**src/sv/gif_lzw_decoder_assert.svh**
```systemverilog
// Assertion macros for the GIF LZW decoder top level.
`ifndef GIF_LZW_DECODER_ASSERT_SVH
`define GIF_LZW_DECODER_ASSERT_SVH

// Check that the consequent holds in the same cycle as the antecedent.
`define GLD_ASSERT_SAME(lbl, ante, cons, msg) \
	lbl: assert property (@(posedge clk) disable iff (!arst_n) (ante) |-> (cons)) else $error(msg);

// Check that the consequent holds in the cycle after the antecedent.
`define GLD_ASSERT_NEXT(lbl, ante, cons, msg) \
	lbl: assert property (@(posedge clk) disable iff (!arst_n) (ante) |=> (cons)) else $error(msg);

`endif

```
**src/sv/gld_pkg.sv**
```systemverilog
// Types and constants of the GIF LZW decoder.
package gld_pkg;

	localparam logic [11:0] CODE_CLEAR = 12'd256;
	localparam logic [11:0] CODE_END   = 12'd257;
	localparam logic [12:0] FIRST_FREE = 13'd258;
	localparam int          STACK_SLOTS = 4096;
	localparam int          STACK_AW    = 12;
	localparam logic [3:0]  WIDTH_MIN   = 4'd9;
	localparam logic [3:0]  WIDTH_MAX   = 4'd12;

	// Register index taken from the configuration address.
	localparam logic REG_PIXEL_COUNT = 1'b0;

	typedef enum logic [2:0] {
		ST_OK      = 3'd0,
		ST_REFUSED = 3'd1,
		ST_EMPTY   = 3'd2,
		ST_DONE    = 3'd3,
		ST_ERROR   = 3'd4
	} status_t;

	typedef enum logic [3:0] {
		S_IDLE,
		S_PUSH,
		S_CODE,
		S_WALK,
		S_LIT,
		S_COMMIT,
		S_PULL,
		S_POP
	} state_t;

	typedef enum logic [1:0] {
		PS_PREV,
		PS_SUFFIX,
		PS_WALK
	} push_src_t;

	typedef enum logic [1:0] {
		RS_CODE,
		RS_PREV,
		RS_PREFIX
	} rd_sel_t;

	typedef enum logic [1:0] {
		WL_NONE,
		WL_CODE,
		WL_PREV,
		WL_PREFIX
	} walk_load_t;

	typedef struct packed {
		logic       latch;
		logic       len_load;
		logic       shift;
		logic       set_fail;
		logic       set_finish;
		logic       clear;
		logic       push;
		push_src_t  push_src;
		rd_sel_t    rd_sel;
		walk_load_t walk_load;
		logic       take_first;
		logic       discard;
		logic       commit;
		logic       pop_rd;
		logic       pop;
		logic       respond;
		status_t    status;
	} cmd_t;

	typedef struct packed {
		logic out_busy;
		logic failed;
		logic finished;
		logic depth_nz;
		logic chunk_zero;
		logic byte_zero;
		logic pixels_nz;
		logic code_done;
		logic is_end;
		logic is_clear;
		logic is_lit;
		logic is_known;
		logic is_kwk;
		logic prev_walk;
		logic walk_on;
		logic overrun;
	} stat_t;

endpackage

```
**src/sv/gld_ctrl.sv**
```systemverilog
// Controller state machine that sequences push, chain walk and pull work.
module gld_ctrl (
	input  logic           clk,
	input  logic           arst_n,
	input  logic           in_valid,
	input  logic           in_func,
	output logic           in_ready,
	input  gld_pkg::stat_t stat,
	output gld_pkg::cmd_t  cmd
);

	gld_pkg::state_t state_q, state_d;

	// State register.
	always_ff @(posedge clk or negedge arst_n) begin
		if (!arst_n) begin
			state_q <= gld_pkg::S_IDLE;
		end else begin
			state_q <= state_d;
		end
	end

	// Next state and commands.
	always_comb begin
		cmd = '0;
		cmd.push_src = gld_pkg::PS_WALK;
		cmd.rd_sel = gld_pkg::RS_CODE;
		cmd.walk_load = gld_pkg::WL_NONE;
		cmd.status = gld_pkg::ST_OK;
		state_d = state_q;
		in_ready = 1'b0;
		unique case (state_q)
			gld_pkg::S_IDLE: begin
				in_ready = !stat.out_busy;
				if (in_valid && !stat.out_busy) begin
					cmd.latch = 1'b1;
					state_d = in_func ? gld_pkg::S_PULL : gld_pkg::S_PUSH;
				end
			end
			gld_pkg::S_PUSH: begin
				cmd.respond = 1'b1;
				state_d = gld_pkg::S_IDLE;
				priority if (stat.failed) begin
					cmd.status = gld_pkg::ST_ERROR;
				end else if (stat.finished) begin
					cmd.status = gld_pkg::ST_DONE;
				end else if (stat.depth_nz) begin
					cmd.status = gld_pkg::ST_REFUSED;
				end else if (stat.chunk_zero) begin
					// Sub-block length byte; zero ends the data.
					priority if (stat.byte_zero && stat.pixels_nz) begin
						cmd.set_fail = 1'b1;
						cmd.status = gld_pkg::ST_ERROR;
					end else if (stat.byte_zero) begin
						cmd.set_finish = 1'b1;
					end else begin
						cmd.len_load = 1'b1;
					end
				end else begin
					cmd.shift = 1'b1;
					if (stat.code_done) begin
						cmd.respond = 1'b0;
						state_d = gld_pkg::S_CODE;
					end
				end
			end
			gld_pkg::S_CODE: begin
				priority if (stat.is_end) begin
					cmd.respond = 1'b1;
					state_d = gld_pkg::S_IDLE;
					if (stat.pixels_nz) begin
						cmd.set_fail = 1'b1;
						cmd.status = gld_pkg::ST_ERROR;
					end else begin
						cmd.set_finish = 1'b1;
					end
				end else if (stat.is_clear) begin
					cmd.clear = 1'b1;
					cmd.respond = 1'b1;
					state_d = gld_pkg::S_IDLE;
				end else if (stat.is_lit) begin
					cmd.walk_load = gld_pkg::WL_CODE;
					state_d = gld_pkg::S_LIT;
				end else if (stat.is_known) begin
					cmd.rd_sel = gld_pkg::RS_CODE;
					state_d = gld_pkg::S_WALK;
				end else if (stat.is_kwk) begin
					// Code not yet in the table: previous string plus its first pixel.
					cmd.push = 1'b1;
					cmd.push_src = gld_pkg::PS_PREV;
					cmd.walk_load = gld_pkg::WL_PREV;
					cmd.rd_sel = gld_pkg::RS_PREV;
					state_d = stat.prev_walk ? gld_pkg::S_WALK : gld_pkg::S_LIT;
				end else begin
					cmd.set_fail = 1'b1;
					cmd.respond = 1'b1;
					cmd.status = gld_pkg::ST_ERROR;
					state_d = gld_pkg::S_IDLE;
				end
			end
			gld_pkg::S_WALK: begin
				// One table entry per cycle: push its suffix, follow its prefix.
				cmd.push = 1'b1;
				cmd.push_src = gld_pkg::PS_SUFFIX;
				cmd.walk_load = gld_pkg::WL_PREFIX;
				cmd.rd_sel = gld_pkg::RS_PREFIX;
				state_d = stat.walk_on ? gld_pkg::S_WALK : gld_pkg::S_LIT;
			end
			gld_pkg::S_LIT: begin
				cmd.push = 1'b1;
				cmd.push_src = gld_pkg::PS_WALK;
				cmd.take_first = 1'b1;
				state_d = gld_pkg::S_COMMIT;
			end
			gld_pkg::S_COMMIT: begin
				cmd.respond = 1'b1;
				state_d = gld_pkg::S_IDLE;
				if (stat.overrun) begin
					cmd.discard = 1'b1;
					cmd.status = gld_pkg::ST_ERROR;
				end else begin
					cmd.commit = 1'b1;
				end
			end
			gld_pkg::S_PULL: begin
				cmd.respond = 1'b1;
				state_d = gld_pkg::S_IDLE;
				priority if (stat.failed) begin
					cmd.status = gld_pkg::ST_ERROR;
				end else if (stat.depth_nz) begin
					cmd.respond = 1'b0;
					cmd.pop_rd = 1'b1;
					state_d = gld_pkg::S_POP;
				end else if (stat.finished) begin
					cmd.status = gld_pkg::ST_DONE;
				end else begin
					cmd.status = gld_pkg::ST_EMPTY;
				end
			end
			gld_pkg::S_POP: begin
				cmd.pop = 1'b1;
				cmd.respond = 1'b1;
				state_d = gld_pkg::S_IDLE;
			end
			default: begin
				state_d = gld_pkg::S_IDLE;
			end
		endcase
	end

endmodule

```
**config.mk**
```make
export PLATFORM = sky130hd
export DESIGN_NAME = gld_ctrl
export DESIGN_NICKNAME = d
export VERILOG_FILES = /design/src/sv/gif_lzw_decoder_assert.svh /design/src/sv/gld_pkg.sv /design/src/sv/gld_ctrl.sv
export SDC_FILE = /design/constraint.sdc
export NUM_CORES = 1
export LEC_CHECK = 0
export ABC_AREA = 1
export BUFFER_PORTS_ARGS = -buffer_cell sky130_fd_sc_hd__buf_2
export CAP_MARGIN = 20
export CORE_MARGIN = 1
export CORE_UTILIZATION = 35
export CTS_CLUSTER_DIAMETER = 50
export DETAILED_ROUTE_END_ITERATION = 7
export GPL_TIMING_DRIVEN = 1
export PLACE_DENSITY = 0.74
export SETUP_SLACK_MARGIN = 0.15
export SYNTH_ARGS = -nofsm -noshare
export SYNTH_HDL_FRONTEND = slang
export SYNTH_SLANG_ARGS = --single-unit
```
**constraint.sdc**
```tcl
create_clock -name clk -period 1.2 [get_ports clk]
set_input_delay 0.24 -clock clk [delete_from_list [all_inputs] [get_ports clk]]
set_output_delay 0.24 -clock clk [all_outputs]
set_load 0.01 [all_outputs]
```
== Word-level counts from Yosys, hierarchy flattened ==
Index checks and enable logic that the tools add are counted.

* Bits in registers: 4
* Word-level logic and storage cells: 100

* Equal/unequal tests: 8
* Mux-type cells: 86
* Reductions and logical operators: 5

{| class="wikitable"
|+ Operator list
! cell !! number
|-
| $mux W4 || 16
|-
| $mux W3 || 17
|-
| $mux W1 || 36
|-
| $pmux W4 S6 || 1
|-
| $eq A4 B3 Y1 const B || 4
|-
| $mux W2 || 7
|-
| $mux W7 || 2
|-
| $pmux W3 S4 || 1
|-
| $pmux W3 S3 || 1
|-
| $eq A4 B2 Y1 const B || 2
|-
| $mux W8 || 1
|-
| $pmux W4 S2 || 1
|-
| $mux W5 || 1
|-
| $eq A4 B1 Y1 const B || 1
|-
| $logic_not A4 Y1 || 1
|-
| $pmux W1 S4 || 1
|-
| $pmux W2 S2 || 1
|-
| $logic_and A1 B1 Y1 || 2
|-
| $ne A2 B2 Y1 const B || 1
|-
| $reduce_or A2 Y1 || 1
|-
| $logic_not A1 Y1 || 1
|}

== Longest topological paths before layout ==
* Depth in word-level cells: 7
* Depth in mapped cells: 9
* Gate-level depth less buffers: 8

== Worst setup path after synthesis ==
No wires, ideal clock.

* Path kind: reg-to-output
* Start: reg state_q[2]
* End: out cmd[15] (netlist bit)
* Arrival time: 1.163 ns
* Required time: 0.960 ns
* Path slack: -0.203 ns
* Stages on the path, launching flop included: 8
* Path buffers: 0
* Path through: dfrtp_1 > inv_2 > nand2_2 > nor2_1 > nand4_1 > nand2_1 > inv_1 > nand2_1

{| class="wikitable"
|+ RTL lines
! what !! RTL line !! RTL
|-
| start, declared || gld_ctrl.sv:12 || <nowiki>gld_pkg::state_t state_q, state_d;</nowiki>
|-
| start signal, assigned || gld_ctrl.sv:17 || <nowiki>state_q <= gld_pkg::S_IDLE;</nowiki>
|-
| start signal, assigned || gld_ctrl.sv:19 || <nowiki>state_q <= state_d;</nowiki>
|-
| end, declared || gld_ctrl.sv:9 || <nowiki>output gld_pkg::cmd_t cmd</nowiki>
|}

==> impl_metrics.yaml <==
clocking:
  cts_made_buffers: 3
  h-tree-depth: 1
  clockRootBuffer: "clkbuf_4"
  clkSlewWorstSetupHoldPaths_ns: 0.04
  clockBufferDepth: 2
  cts_sinks: 3
  cts_tree: "done"
  insertion_delay_ns: 0.24
critical_path:
  cp_top_family: "simple AND/OR/NAND/NOR gates"
  r2r_end: "state_q[1]$_DFFE_PN0P_"
  critical_path_depth: 6
  worstSetupStartpointType: "flop"
  regToRegStartpoint: "state_q[1]$_DFFE_PN0P_"
  crit_type: "flop to output pin"
  crit_chain: "inv_4 > nand4_1 > nand3_1 > nand3_2 > nand2_2 > buf_6"
  crit_path_max_fanout: 6
  reg2reg_slack_ns: -0.24
  critPathMaxStageDelay_ns: 0.46
  cp-endpoint: "cmd[3]"
  cp_slowest_cell: "dfrtp_2"
  crit_arrival_ns: 1.44
  cp_data_required_time_ns: 0.96
  cp-end-kind: "output pin"
  worstRegToRegCells: 9
  startpoint: "state_q[0]$_DFFE_PN0P_"
  worst-path-buf-inv: 2
layout:
  regMostFlops: "state_q"
  drive_gt1_frac: 0.6111
  finalInstanceArea_sq_um: 1287
  largest_register_ffs: 3
  num_antenna_cells: 0
  final_common_cell: "buf_2"
  syn_to_final_growth_pct: 121.3
  nNetsFinal: 219
  layout_common_cells: "buf_2 (39), buf_4 (32), nand2_1 (23)"
  reg_top3: "state_q (3)"
pwr:
  p_seq_frac: 0.113
  pwr-share-comb: 0.807
  p_clk_frac: 0.080
  p_per_area_nw_per_um2: 1760
  p_sw_frac: 0.4903
  p_switching_mw: 1.111
  p_leak_nw: 0.7635
  irDropWorstVdd_uv: 1799
  internal_power_mw: 1.155
global_routing:
  overflow: 0
  grt_antenna_before_repair: 0
  grt_max_degree: 8
  grt_pass1_vias: 1007
  grt_pass1_wl_microns: 4167
  grt_util_all_layers: 0.2986
synth:
  syn-cell-area_sq_um: 581.8
  ys_ff_latch: 3
  synth_cells: 119
  seq_area_frac_synth: 0.1290
  syn-num-nets: 139
  yosys.area.top_type_share: 0.2000
  yosys_warnings: 0
  syn_area_per_cell_sq_um: 4.889
  synthTopCellsByArea: "nand2_1 (20%), inv_1 (16%), dfrtp_1 (13%), nor2_1 (12%), nand3_1 (10%)"
  synth.distinct_cells: 18
  yosysTopAreaCell: "nand2_1"
die:
  start_util: 0.3818
  ioPinCount: 43
  die_y_microns: 42.77
  die_x_microns: 42.77
  dieArea_sq_um: 1829
  row_count: 14
  core-area_sq_um: 1524
hold_path:
  hold_class: "primary input to async pin"
sta:
  postLayoutSetupSlackWorst_ns: -0.4775
  finalHoldViolCount: 0
  whs_ns: 0.3237
  clock.fmax_ghz: 0.5961
  tns_ns: -8.311
  min_period_over_period: 1.398
  fin_skew_ns: 0.007977
  slew_headroom: 0.7973
  rsz0062_at_grt: "yes"
  drv_slew: 0
  finalSetupViolations: 26
  period_needed_ns: 1.678
  tightest_slew_ns: 0.3017
routing:
  postRouteAntennaNets: 0
  drc: 0
  post_drt_wl_per_cell_microns: 12.58
  drt_iter0_drc: 43
  routed_via_density: 5.051
  dr.pass1.iters: 4
  drt_wl_total_microns: 2693
  vias: 1081
place:
  place_hpwl_microns: 1711
  portBuffers: 42
  gp_congestion: 0.8335
  placed_cell_area_sq_um: 1056
run:
  maxCapViolCount: 0
outcome:
  violations: "negative setup slack"
  status: "finished, violations left"
power groups by stage:
stage,clock [mW],combinational [mW],sequential [mW]
5_1_grt,0.197,1.98,0.265
6_report,0.181,1.83,0.255
2_1_floorplan,0,0.778,0.214
3_5_place_dp,0,1.26,0.253
3_3_place_gp,0,1.23,0.245
4_1_cts,0.188,1.54,0.238
logic make-up after synthesis:
group                  after synthesis  synth area share
AOI/OAI and AO/OA                   10           0.09462
buffers and inverters               28            0.1871
DFF                                  3            0.1290
and+or+nand+nor                     78            0.5893
synthesized netlist by cell type:
| cell type | count |
|---|---|
| nand2_1 | 31 |
| inv_1 | 25 |
| nor2_1 | 19 |
| nand3_1 | 12 |
| nor3_1 | 5 |
| nor2_2 | 4 |
| o21ai_0 | 4 |
| a21oi_1 | 3 |
| dfrtp_1 | 3 |
| nand4_1 | 3 |
| inv_2 | 2 |
| o22ai_1 | 2 |
| and2_1 | 1 |
| buf_4 | 1 |
| nand2_2 | 1 |
| nand3b_1 | 1 |
| o31ai_1 | 1 |
| or2_2 | 1 |
timing repair:
action / in CTS / in global routing
buffers inserted: 8 / 3
pin swaps: 6 / 9
endpoints found under the setup margin: 26 / 26
hold endpoints to repair: 3 / 0
hold buffers: 1 / 0
gates resized for setup: 13 / 13
worst min path at each step:
stage               startpoint                      to  slack, ns  depth (start not counted)
floorplan               arst_n  state_q[0]$_DFFE_PN0P_      -0.06                          0
global placement        arst_n  state_q[1]$_DFFE_PN0P_       0.04                          1
detailed placement      arst_n  state_q[1]$_DFFE_PN0P_       0.04                          1
CTS                     arst_n  state_q[0]$_DFFE_PN0P_       0.32                          2
global route            arst_n  state_q[0]$_DFFE_PN0P_       0.34                          2
finish                  arst_n  state_q[0]$_DFFE_PN0P_       0.32                          2
through the flow:
| step | cells | setup WS (ns) | utilization | power [mW] |
|---|---|---|---|---|
| 2_1_floorplan | 119 | -0.08850 | - | 0.9921 |
| 3_3_place_gp | 198 | -0.2062 | 0.6929 | 1.480 |
| 3_5_place_dp | 198 | -0.2652 | 0.6929 | 1.512 |
| 4_1_cts | 211 | -0.3934 | 0.7931 | 1.967 |
| 5_1_grt | 214 | -0.5528 | 0.8448 | 2.444 |
| 6_report | 214 | -0.4775 | 0.8448 | 2.266 |
area by class of cell:
type                            instances  area, sq um
Multi-Input combinational cell         88        565.5
Clock buffer                            4        26.28
Tap cell                               16        20.02
Inverter                               27        106.4
Sequential cell                         3        78.83
Fill cell                             106        236.5
Timing Repair Buffer                   76        490.5
routing by layer:
| metal | GRT usage | share of wire |
|---|---|---|
| met1 | 0.3359 | 0.38 |
| met2 | 0.5394 | 0.53 |
| met3 | 0.04255 | 0.049 |
| met4 | 0.1438 | 0.040 |
| met5 | 0 | 0 |
Note: power is estimated with default switching activity, not from simulation.
